### config.mk
export PLATFORM = sky130hd
export DESIGN_NAME = buddy_block_allocator
export DESIGN_NICKNAME = d
export VERILOG_FILES = /design/src/rtl/bba_pkg.sv /design/src/rtl/bba_ctrl.sv /design/src/rtl/bba_datapath.sv /design/src/rtl/buddy_block_allocator.sv
export SDC_FILE = /design/constraint.sdc
export NUM_CORES = 2
export LEC_CHECK = 0
export CORE_MARGIN = 1.5
export CORE_UTILIZATION = 30
export CTS_BUF_LIST = sky130_fd_sc_hd__clkbuf_4
export DETAILED_ROUTE_END_ITERATION = 10
export DONT_BUFFER_PORTS = 1
export PLACE_DENSITY = 0.53
export SLEW_MARGIN = 20
export SYNTH_ARGS = -nofsm -noshare
export SYNTH_HDL_FRONTEND = slang
export SYNTH_SLANG_ARGS = --single-unit
### constraint.sdc
create_clock -name clk -period 6.1 [get_ports clk]
set_input_delay 0.305 -clock clk [delete_from_list [all_inputs] [get_ports clk]]
set_output_delay 0.305 -clock clk [all_outputs]
set_load 0.02 [all_outputs]
### src/rtl/bba_pkg.sv
// Shared types, codes and helpers for the buddy block allocator.
// No dependencies; imported by every other file of the block.
package bba_pkg;

  localparam int ORD_W      = 3;
  localparam int OWN_W      = 16;
  localparam int SIZE_W     = 7;
  localparam int CNT_OUT_W  = 7;
  localparam int NEED_MAX   = 7;
  localparam int RESULT_CAP = 64;
  localparam int QK_W       = $clog2(RESULT_CAP);
  localparam logic [ORD_W-1:0] RESET_ORDER = 3'd6;

  localparam logic ACT_ALLOC = 1'b0;
  localparam logic ACT_QUERY = 1'b1;

  localparam logic [1:0] STAT_ALLOC = 2'd0;
  localparam logic [1:0] STAT_NOFIT = 2'd1;
  localparam logic [1:0] STAT_LIST  = 2'd2;

  typedef struct packed {
    logic              action;
    logic [OWN_W-1:0]  owner_id;
    logic [SIZE_W-1:0] request_size;
  } in_req_t;

  typedef struct packed {
    logic [1:0]           status;
    logic [CNT_OUT_W-1:0] block_count;
    logic [OWN_W-1:0]     entry_owner;
    logic                 last_entry;
  } out_req_t;

  typedef enum logic [3:0] {
    S_IDLE,
    S_DECODE,
    S_SCAN_RD,
    S_SCAN_EV,
    S_PICK,
    S_SPLIT,
    S_COMMIT,
    S_REPLY,
    S_Q_RD,
    S_Q_EV
  } state_t;

  typedef struct packed {
    logic load_in;
    logic scan_start;
    logic scan_rd;
    logic scan_ev;
    logic mark_nofit;
    logic pick;
    logic split;
    logic commit;
    logic reply;
    logic q_start;
    logic q_rd;
    logic q_emit;
  } cmd_t;

  typedef struct packed {
    logic is_query;
    logic too_big;
    logic scan_last;
    logic pick_ok;
    logic split_need;
    logic out_free;
    logic q_last;
  } stat_t;

  function automatic logic [ORD_W-1:0] order_of(input logic [SIZE_W-1:0] size);
    logic [ORD_W-1:0] o;
    logic [SIZE_W:0]  pw;
    o = ORD_W'(NEED_MAX);
    for (int i = NEED_MAX - 1; i >= 0; i--) begin
      pw = (SIZE_W + 1)'(1) << i;
      if (pw >= {1'b0, size}) o = ORD_W'(i);
    end
    return o;
  endfunction

endpackage

### src/rtl/bba_ctrl.sv
// Sequencing state machine of the buddy block allocator.
// Depends on bba_pkg; drives bba_datapath through cmd_t, reads stat_t.
module bba_ctrl (
  input  logic           clk,
  input  logic           rst_n,
  input  logic           in_valid,
  output logic           in_ready,
  input  bba_pkg::stat_t st,
  output bba_pkg::cmd_t  cmd
);
  import bba_pkg::*;

  state_t state_r, state_nxt;

  always_ff @(posedge clk) begin
    if (!rst_n) begin
      state_r <= S_IDLE;
    end else begin
      state_r <= state_nxt;
    end
  end

  always_comb begin
    state_nxt = state_r;
    case (state_r)
      S_IDLE:    if (in_valid) state_nxt = S_DECODE;
      S_DECODE: begin
        if (st.is_query)     state_nxt = S_Q_RD;
        else if (st.too_big) state_nxt = S_REPLY;
        else                 state_nxt = S_SCAN_RD;
      end
      S_SCAN_RD: state_nxt = S_SCAN_EV;
      S_SCAN_EV: state_nxt = st.scan_last ? S_PICK : S_SCAN_RD;
      S_PICK:    state_nxt = st.pick_ok ? S_SPLIT : S_REPLY;
      S_SPLIT:   if (!st.split_need) state_nxt = S_COMMIT;
      S_COMMIT:  state_nxt = S_REPLY;
      S_REPLY:   if (st.out_free) state_nxt = S_IDLE;
      S_Q_RD:    state_nxt = S_Q_EV;
      S_Q_EV:    if (st.out_free) state_nxt = st.q_last ? S_IDLE : S_Q_RD;
      default:   state_nxt = S_IDLE;
    endcase
  end

  always_comb begin
    cmd      = '0;
    in_ready = 1'b0;
    case (state_r)
      S_IDLE: begin
        in_ready    = 1'b1;
        cmd.load_in = in_valid;
      end
      S_DECODE: begin
        if (st.is_query)     cmd.q_start    = 1'b1;
        else if (st.too_big) cmd.mark_nofit = 1'b1;
        else                 cmd.scan_start = 1'b1;
      end
      S_SCAN_RD: cmd.scan_rd = 1'b1;
      S_SCAN_EV: cmd.scan_ev = 1'b1;
      S_PICK: begin
        if (st.pick_ok) cmd.pick       = 1'b1;
        else            cmd.mark_nofit = 1'b1;
      end
      S_SPLIT:  cmd.split  = st.split_need;
      S_COMMIT: cmd.commit = 1'b1;
      S_REPLY:  cmd.reply  = st.out_free;
      S_Q_RD:   cmd.q_rd   = 1'b1;
      S_Q_EV:   cmd.q_emit = st.out_free;
      default:  cmd = '0;
    endcase
  end

endmodule

### src/rtl/bba_datapath.sv
// Slot table memory, scan trackers, split logic and result register.
// Depends on bba_pkg; commanded by bba_ctrl through cmd_t.
module bba_datapath #(
  parameter int MAX_ORDER = 6,
  parameter int SLOTS     = 64
) (
  input  logic              clk,
  input  logic              rst_n,
  input  logic              cfg_we,
  input  logic [2:0]        cfg_wdata,
  input  bba_pkg::in_req_t  in_data,
  output logic              out_valid,
  input  logic              out_ready,
  output bba_pkg::out_req_t out_data,
  input  bba_pkg::cmd_t     cmd,
  output bba_pkg::stat_t    st
);
  import bba_pkg::*;

  localparam int IDX_W = $clog2(SLOTS);
  localparam int CNT_W = $clog2(SLOTS + 1);
  localparam int MEM_W = ORD_W + CNT_W + OWN_W;
  localparam logic [CNT_W-1:0] END_MARK = CNT_W'(SLOTS);

  logic [MEM_W-1:0] mem [SLOTS];

  logic [ORD_W-1:0] total_order_r;
  logic [CNT_W-1:0] used_r;
  logic             slot0_ok_r;
  logic             rd_init_r;
  logic [MEM_W-1:0] rdata_r;
  in_req_t          in_r;
  logic             nofit_r;

  logic [IDX_W-1:0] scan_k_r;
  logic             ex_hit_r, bs_hit_r;
  logic [IDX_W-1:0] ex_slot_r, bs_slot_r;
  logic [CNT_W-1:0] ex_next_r, bs_next_r;
  logic [ORD_W-1:0] bs_ord_r;

  logic [IDX_W-1:0] m_slot_r;
  logic [ORD_W-1:0] m_ord_r;
  logic [CNT_W-1:0] m_next_r;

  logic [IDX_W-1:0] q_cur_r;
  logic [QK_W-1:0]  q_k_r;

  logic             out_valid_r;
  out_req_t         out_data_r;

  logic [ORD_W-1:0] need;
  logic [ORD_W-1:0] e_ord;
  logic [CNT_W-1:0] e_next;
  logic [OWN_W-1:0] e_own;
  logic             ovf;
  logic             rd_en, wr_en;
  logic [IDX_W-1:0] raddr, waddr;
  logic [MEM_W-1:0] wdata;
  logic [ORD_W-1:0] cfg_order;

  assign need = order_of(in_r.request_size);

  always_comb begin
    if (rd_init_r) begin
      e_ord  = total_order_r;
      e_next = END_MARK;
      e_own  = '0;
    end else begin
      e_ord  = rdata_r[MEM_W-1 -: ORD_W];
      e_next = rdata_r[OWN_W +: CNT_W];
      e_own  = rdata_r[OWN_W-1:0];
    end
  end

  assign ovf = ({1'b0, used_r} + (CNT_W + 1)'(bs_ord_r - need)) > (CNT_W + 1)'(SLOTS);

  always_comb begin
    st.is_query   = (in_r.action == ACT_QUERY);
    st.too_big    = (need > total_order_r);
    st.scan_last  = ((CNT_W'(scan_k_r) + CNT_W'(1)) == used_r);
    st.pick_ok    = ex_hit_r || (bs_hit_r && !ovf);
    st.split_need = (m_ord_r > need);
    st.out_free   = !out_valid_r || out_ready;
    st.q_last     = (e_next >= used_r) || (e_next >= END_MARK) ||
                    (q_k_r == QK_W'(RESULT_CAP - 1));
  end

  always_comb begin
    rd_en = cmd.scan_rd || cmd.q_rd;
    raddr = cmd.q_rd ? q_cur_r : scan_k_r;
    wr_en = cmd.split || cmd.commit;
    waddr = cmd.commit ? m_slot_r : used_r[IDX_W-1:0];
    wdata = cmd.commit ? {m_ord_r, m_next_r, in_r.owner_id}
                       : {m_ord_r - ORD_W'(1), m_next_r, OWN_W'(0)};
  end

  always_comb begin
    if (int'(cfg_wdata) > MAX_ORDER) cfg_order = ORD_W'(MAX_ORDER);
    else                             cfg_order = cfg_wdata;
  end

  always_ff @(posedge clk) begin
    if (wr_en) mem[waddr] <= wdata;
    if (rd_en) rdata_r <= mem[raddr];
  end

  always_ff @(posedge clk) begin
    if (!rst_n) begin
      total_order_r <= RESET_ORDER;
      used_r        <= CNT_W'(1);
      slot0_ok_r    <= 1'b0;
      rd_init_r     <= 1'b0;
      out_valid_r   <= 1'b0;
      nofit_r       <= 1'b0;
    end else begin
      if (cfg_we) begin
        total_order_r <= cfg_order;
        used_r        <= CNT_W'(1);
        slot0_ok_r    <= 1'b0;
      end
      if (cmd.split) used_r <= used_r + CNT_W'(1);
      if (cmd.commit && (m_slot_r == '0)) slot0_ok_r <= 1'b1;
      if (rd_en) rd_init_r <= (raddr == '0) && !slot0_ok_r;
      if (cmd.load_in)    nofit_r <= 1'b0;
      if (cmd.mark_nofit) nofit_r <= 1'b1;
      if (cmd.reply || cmd.q_emit) out_valid_r <= 1'b1;
      else if (out_ready)          out_valid_r <= 1'b0;
    end
  end

  always_ff @(posedge clk) begin
    if (cmd.load_in) in_r <= in_data;
    if (cmd.scan_start) begin
      scan_k_r <= '0;
      ex_hit_r <= 1'b0;
      bs_hit_r <= 1'b0;
    end
    if (cmd.scan_ev) begin
      scan_k_r <= scan_k_r + IDX_W'(1);
      if (e_own == '0) begin
        if ((e_ord == need) && !ex_hit_r) begin
          ex_hit_r  <= 1'b1;
          ex_slot_r <= scan_k_r;
          ex_next_r <= e_next;
        end
        if ((e_ord > need) && (!bs_hit_r || (e_ord < bs_ord_r))) begin
          bs_hit_r  <= 1'b1;
          bs_slot_r <= scan_k_r;
          bs_next_r <= e_next;
          bs_ord_r  <= e_ord;
        end
      end
    end
    if (cmd.pick) begin
      if (ex_hit_r) begin
        m_slot_r <= ex_slot_r;
        m_ord_r  <= need;
        m_next_r <= ex_next_r;
      end else begin
        m_slot_r <= bs_slot_r;
        m_ord_r  <= bs_ord_r;
        m_next_r <= bs_next_r;
      end
    end
    if (cmd.split) begin
      m_ord_r  <= m_ord_r - ORD_W'(1);
      m_next_r <= used_r;
    end
    if (cmd.q_start) begin
      q_cur_r <= '0;
      q_k_r   <= '0;
    end
    if (cmd.q_emit) begin
      q_cur_r <= e_next[IDX_W-1:0];
      q_k_r   <= q_k_r + QK_W'(1);
      out_data_r.status      <= STAT_LIST;
      out_data_r.block_count <= CNT_OUT_W'(used_r);
      out_data_r.entry_owner <= e_own;
      out_data_r.last_entry  <= st.q_last;
    end
    if (cmd.reply) begin
      out_data_r.status      <= nofit_r ? STAT_NOFIT : STAT_ALLOC;
      out_data_r.block_count <= CNT_OUT_W'(used_r);
      out_data_r.entry_owner <= '0;
      out_data_r.last_entry  <= 1'b1;
    end
  end

  assign out_valid = out_valid_r;
  assign out_data  = out_data_r;

endmodule

### src/rtl/buddy_block_allocator.sv
// Buddy block allocator top level. Allocate: the table scan reads each of the N blocks in
// the pool through the one memory read port, then S splits follow before the reply. Query:
// one slot read per listed block. One request at a time; the result register frees the
// input side once a result is loaded.
// Reset (synchronous, rst_n low): one free block of order 6; a cfg write reinitializes
// the pool at the new order. No clearing pass: a fill count guards the table.
module buddy_block_allocator #(
  parameter int MAX_ORDER = 6,
  parameter int SLOTS     = 64
) (
  input  logic              clk,
  input  logic              rst_n,
  input  logic              cfg_we,
  input  logic [2:0]        cfg_wdata,
  input  logic              in_valid,
  output logic              in_ready,
  input  bba_pkg::in_req_t  in_data,
  output logic              out_valid,
  input  logic              out_ready,
  output bba_pkg::out_req_t out_data
);
  import bba_pkg::*;

  cmd_t  cmd;
  stat_t st;

  bba_ctrl u_ctrl (
    .clk      (clk),
    .rst_n    (rst_n),
    .in_valid (in_valid),
    .in_ready (in_ready),
    .st       (st),
    .cmd      (cmd)
  );

  bba_datapath #(
    .MAX_ORDER (MAX_ORDER),
    .SLOTS     (SLOTS)
  ) u_dp (
    .clk       (clk),
    .rst_n     (rst_n),
    .cfg_we    (cfg_we),
    .cfg_wdata (cfg_wdata),
    .in_data   (in_data),
    .out_valid (out_valid),
    .out_ready (out_ready),
    .out_data  (out_data),
    .cmd       (cmd),
    .st        (st)
  );

endmodule

Word-level counts from Yosys, hierarchy flattened --
Memory sizes are Yosys's and may differ from the RTL's. A register that Yosys moved wholly into a read port is not among the register bits. Index checks and enable logic that the tools add are counted.
Operators by class: muxes and demuxes 77, add/sub/neg operators 7, $lt $le $gt $ge 15, reductions and logical operators 33, equality and inequality tests 16
Operators by type and width (count):
- $mux 26 | 3
- $mux 6 | 8
- $mux 7 | 6
- $pmux 4 s10 | 1
- $mux 3 | 13
- $mux 1 | 37
- $mux 4 | 6
- $eq 4x3->1 const B | 4
- $logic_not 16->1 | 1
- $mux 16 | 1
- $reduce_bool 2->1 | 8
- $add 6x1->6 const B | 2
- $logic_not 6->1 | 2
- $gt 3x3->1 | 3
- $add 7x8->8 | 1
- $eq 4x2->1 const B | 2
- $eq 4x4->1 const B | 2
- $gt 8x7->1 const B | 1
- $logic_or 1x1->1 | 8
- $add 6x1->7 const B | 1
- $add 7x1->7 const B | 1
- $eq 7x7->1 | 1
- $ge 1x7->1 const A | 1
- $ge 2x7->1 const A | 1
- 23 further kinds | 34
Storage, ports and cells: register bits 133, logic and storage cells 176, bits in writable memories 1664, memories kept 1, output and inout bits 28, bits of input ports 32
Memory list:
- u_dp.mem | words 64, bits a word 26, read ports 1, clocked after Yosys merged registers in 1, write ports 1, line bba_datapath.sv:25 | logic [MEM_W-1:0] mem [SLOTS];

Depth between registers and ports, before layout --
word-level depth 18, mapped depth 19, depth with buffers taken out 19

Cells and area by module --
Synthesis repeated with hierarchy kept, for this count alone.
Unflattened totals: cells, all modules 4124, area total of the unflattened synthesis 71068.2 um^2
By module, submodules not included:
- bba_datapath | times used 1, area an instance 70576.4 um^2, cells each 4053, sequential area each 54292.1 um^2
- bba_ctrl | times used 1, area an instance 491.7 um^2, cells each 71, sequential area each 80.1 um^2

Worst setup path before layout --
No wires, ideal clock.
path type flip-flop to flip-flop, from reg u_dp.in_r[0] (netlist name), to reg u_dp.bs_next_r[0] (enable), required time 5.617 ns, arrival time 5.020 ns, path buffers 0, clock period less this slack 5.504 ns, setup slack 0.596 ns, stages on the path, launching flop included 7, setup time 0.483 ns, path through edfxtp_1 or3_1 a2111oi_0 ha_1 nand3_1 o21ai_0 a2111oi_0
Between the ends: cells in the longest elaborated chain, start to end 11, elaborated cells between the ends (all ways) 17, classes of those cells order compare (8); mux (7); reduce/logical (2)
RTL lines:
- from (decl) | line bba_datapath.sv:32 | in_req_t in_r;
- from (signal assigned) | line bba_datapath.sv:132 | if (cmd.load_in) in_r <= in_data;
- $ge 7x7->1 | line bba_pkg.sv:78 | if (pw >= {1'b0, size}) o = ORD_W'(i);
- $mux 1 | line bba_pkg.sv:78
- $mux 3 (5 in series) | line bba_pkg.sv:78
- $mux 3 * | line bba_pkg.sv:78
- $gt 3x3->1 * | line bba_datapath.sv:146 | if ((e_ord > need) && (!bs_hit_r || (e_ord < bs_ord_r))) begin
- $logic_and 1x1->1 * | line bba_datapath.sv:146
- $reduce_and 3->1 (no line) *
- to (signal assigned) | line bba_datapath.sv:149 | bs_next_r <= e_next;
- to (decl) | line bba_datapath.sv:38 | logic [CNT_W-1:0] ex_next_r, bs_next_r;
Every way passes the cells marked *; elsewhere a longest branch is shown, timed or not. A chain may end at the register's enable or synchronous reset.

Worst setup path in the final report --
from reg u_ctrl.state_r[3], to reg u_dp.rdata_r[13], read port of u_dp.mem (data pin)
Between the ends: cells in the longest elaborated chain, start to end 3, elaborated cells between the ends (all ways) 6, classes of those cells eq/ne (2); mux (3); reduce/logical (1)
RTL lines:
- from (decl) | line bba_ctrl.sv:13 | state_t state_r, state_nxt;
- from (signal assigned) | line bba_ctrl.sv:19 | state_r <= state_nxt;
- $eq 4x4->1 / $eq 4x2->1 (equally long branches) | line bba_ctrl.sv:47 | case (state_r)
- $mux 1 | line bba_ctrl.sv:47
- $mux 6 / $logic_or 1x1->1 (equally long branches) | line bba_datapath.sv:90, bba_datapath.sv:89
- to (decl) | line bba_datapath.sv:31 | logic [MEM_W-1:0] rdata_r;
Several ways; a longest one is shown, not always the timed one.

==> impl_metrics.csv <==
group,metric,value,unit
outcome,outcome,"finished clean",
logic_synthesis,yosysSeqAreaShare,75.2,%
sta,setup_viol,0,
clocking,tritoncts,"built",
die,row_count,180,
placed_design,place.gp.congestion,0.883,
sta,relSlewSlack,9.48,%
logic_synthesis,synth_area_per_cell,14.3,um2
sta,period_share,88.3,%
cells_and_area,area_delta_synth_final,16.0,%
setup_path,worst_ep_arrival_time,6.45,ns
logic_synthesis,ys_warn_count,0,
die,dieArea,244000,um2
clocking,cts_buffers,474,
global_route,grt_pass1_wl,337000,um
clocking,cts_max_path_buffers,4,
placed_design,place_ws,0.716,ns
setup_path,endpoint_kind,"flip-flop",
routing,dr.pass1.iters,6,
cells_and_area,fin_nets,5590,
setup_path,critical_path_class,"reg2reg",
logic_synthesis,synth_cell_types,67,
clocking,clkLatencyLatePin,1.42,ns
routing,drc,0,
setup_path,required,7.16,ns
sta,drv_slew,0,
die,start_util,30.1,%
logic_synthesis,synth_area,72300,um2
sta,rsz0062_at_grt,"false",
logic_synthesis,yosys.area.top_type,"edfxtp_1",
global_route,antenna_found_initial,16,
hold_path,min_path_type,"in2reg",
logic_synthesis,synthFlopType,"edfxtp_1",
sta,fin_setup_tns,0,ns
routing,num_vias,47000,
logic_synthesis,synth.top_cell.area_share,74.2,%
routing,avgRoutedWirePerCell,26.2,um
sta,skew,0.166,ns
clocking,clk_pin_slew,0.07,ns
setup_path,crit_fanout,80,
placed_design,dpl.hpwl,142000,um
sta,max_freq,0.186,GHz
logic_synthesis,async_flop_share,0,%
logic_synthesis,synth_common_cells,"edfxtp_1 (1,786), nand2_1 (1,297), nand3_1 (483)",
logic_synthesis,synth_edf_count,1786,
clocking,clockRootBuffer,"clkbuf_4",
global_route,grt_pass1_vias,45300,
routing,postRouteAntennaNets,0,
logic_synthesis,ys_seq_elements,1823,
power_and_ir_drop,power.leakage,27.4,nW
power_and_ir_drop,power.density,380,nW/um2
sta,post-route-worst-setup-slack,0.715,ns
routing,wirelength,238000,um
sta,hold_viol,0,
logic_synthesis,syn_inst,5061,
clocking,cts_sinks,1823,
die,core-area,240000,um2
placed_design,portBuffers,0,
global_route,gr-usage-all-layers,19.1,%
flow_run,maxCapViolCount,0,
setup_path,startpoint_type,"flip-flop",
logic_synthesis,synth.net_count,5127,
cells_and_area,drive_gt1_share,18.6,%
die,fp.dieW,494,um
die,die_h,494,um
clocking,h-tree-depth,5,
power_and_ir_drop,ir_drop,255,uV
die,ios,60,
logic_synthesis,netlist_top_cells_area,"edfxtp_1 (74%), nand2_1 (6.7%), nand3_1 (3.3%)",
routing,viasPerCell,5.18,
sta,min_period,5.39,ns
global_route,grt_max_degree,123,
logic_synthesis,yosysMostFrequentCell,"edfxtp_1",
global_route,grt_remaining_overflow,0,
routing,drt-initial-drc-count,5563,
sta,tightestPinTransition,1.32,ns
==> per-layer routing <==
metal / track usage, % / up-vias / routed length, um
met1: 25.6 / 23800 / 97600
met5: 0 / - / 41
met3: 4.32 / 372 / 21600
met2: 29.9 / 2492 / 109000
li1: - / 20300 / -
met4: 7.65 / 6 / 8950
==> per-stage QoR <==
| stage | utilization, % | hold WS [ns] | area [um2] | instances | power [mW] |
|---|---|---|---|---|---|
| 2_1_floorplan | - | 0.404 | 72300 | 5061 | 18.7 |
| 3_3_place_gp | 32.1 | 0.385 | 77100 | 8137 | 21.7 |
| 3_5_place_dp | 32.2 | 0.387 | 77200 | 8146 | 21.8 |
| 4_1_cts | 34.9 | 0.000597 | 83800 | 9041 | 32.0 |
| 5_1_grt | 34.9 | 0.0468 | 83800 | 9056 | 33.1 |
| 6_report | 34.9 | 0.135 | 83800 | 9064 | 31.9 |
==> cell type report <==
type / count / area, um2
Timing Repair Buffer: 287 / 2740
Clock buffer: 687 / 5160
Antenna cell: 22 / 55.1
Clock inverter: 122 / 553
Fill cell: 23300 / 156000
Multi-Input combinational cell: 2909 / 16900
Sequential cell: 1823 / 54400
Inverter: 29 / 109
Tap cell: 3185 / 3990
==> kinds of logic (layout without fill, tap and decap cells) <==
group | after synthesis | after routing | share of synthesized area, %
AO/OA/AOI/OAI | 473 | 473 | 4.65
XOR/XNOR | 25 | 25 | 0.322
adder cells (fa/ha/maj) | 34 | 34 | 0.609
buffers and inverters | 329 | 1125 | 2.17
flip-flops | 1823 | 1823 | 75.2
multiplexers | 193 | 193 | 3.82
other | 0 | 22 | 0
AND/OR/NAND/NOR | 2184 | 2184 | 13.2
==> worst max-delay path, stage by stage, from the launching register on <==
cell     delay, ns
dfxtp_1       0.65
nor4b_4       0.73
mux2_8        0.81
buf_12        0.41
buf_4         0.53
mux4_2        0.64
a22oi_1       0.99
nand4_1       0.18
==> final timing paths <==
kind | from | endpoint | slack (ns) | cells after the start
setup / recovery | u_ctrl.state_r[3]$_SDFFE_PN0P_ | u_dp.rdata_r[13]$_DFFE_PP_ | 0.71 | 7
hold / removal | in_data[1] | u_dp.in_r[1]$_DFFE_PP_ | 0.13 | 2
setup reg to reg | u_ctrl.state_r[3]$_SDFFE_PN0P_ | u_dp.rdata_r[13]$_DFFE_PP_ | 0.71 | 7
hold reg to reg | u_dp.ex_slot_r[4]$_DFFE_PP_ | u_dp.m_slot_r[4]$_DFFE_PP_ | 0.55 | 1
==> layout by cell type (no fill, tap or decap), drive strengths merged, types with 30 or more instances in the layout <==
| cell | Yosys | final |
|---|---|---|
| clkbuf | 144 | 688 |
| buf | 156 | 200 |
| clkinv | 0 | 113 |
| nand2 | 1297 | 1297 |
| mux2i | 115 | 115 |
| o21ai | 41 | 41 |
| nor2 | 137 | 137 |
| edfxtp | 1786 | 1786 |
| inv | 29 | 35 |
| and3 | 61 | 61 |
| nand4 | 84 | 84 |
| dlygate4sd3 | 0 | 86 |
| dfxtp | 37 | 37 |
| nand3 | 483 | 483 |
| a31oi | 106 | 106 |
| mux4 | 64 | 64 |
| a221oi | 32 | 32 |
| a21oi | 81 | 81 |
| ha | 32 | 32 |
| a32oi | 30 | 30 |
==> timing repair <==
item                      4_1_cts  5_1_grt
hold endpoints to repair      120        0
buffers inserted                0        0
resized for setup               0        0
hold buffers                   86        0
==> state kept, by name (all words and copies together) (netlist names), 3 cells and up <==
name / cells
u_dp.q_cur_r: 6
u_dp.q_k_r: 6
u_dp.m_slot_r: 6
u_dp.ex_next_r: 7
u_dp.in_r: 23
u_dp.bs_slot_r: 6
u_dp.rdata_r: 26
u_dp.out_data: 26
u_dp.m_next_r: 7
u_dp.scan_k_r: 6
u_dp.ex_slot_r: 6
u_dp.bs_next_r: 7
u_dp.mem: 1664
u_dp.total_order_r: 3
u_dp.bs_ord_r: 3
u_dp.used_r: 7
u_dp.m_ord_r: 3
u_ctrl.state_r: 4
==> power breakdown <==
part	total (mW)	switching, mW	internal, mW
Combinational	7.30	5.15	2.15
Sequential	14.4	0.392	14.0
Clock	10.2	4.97	5.24
Power figures use the tool's default switching activity.
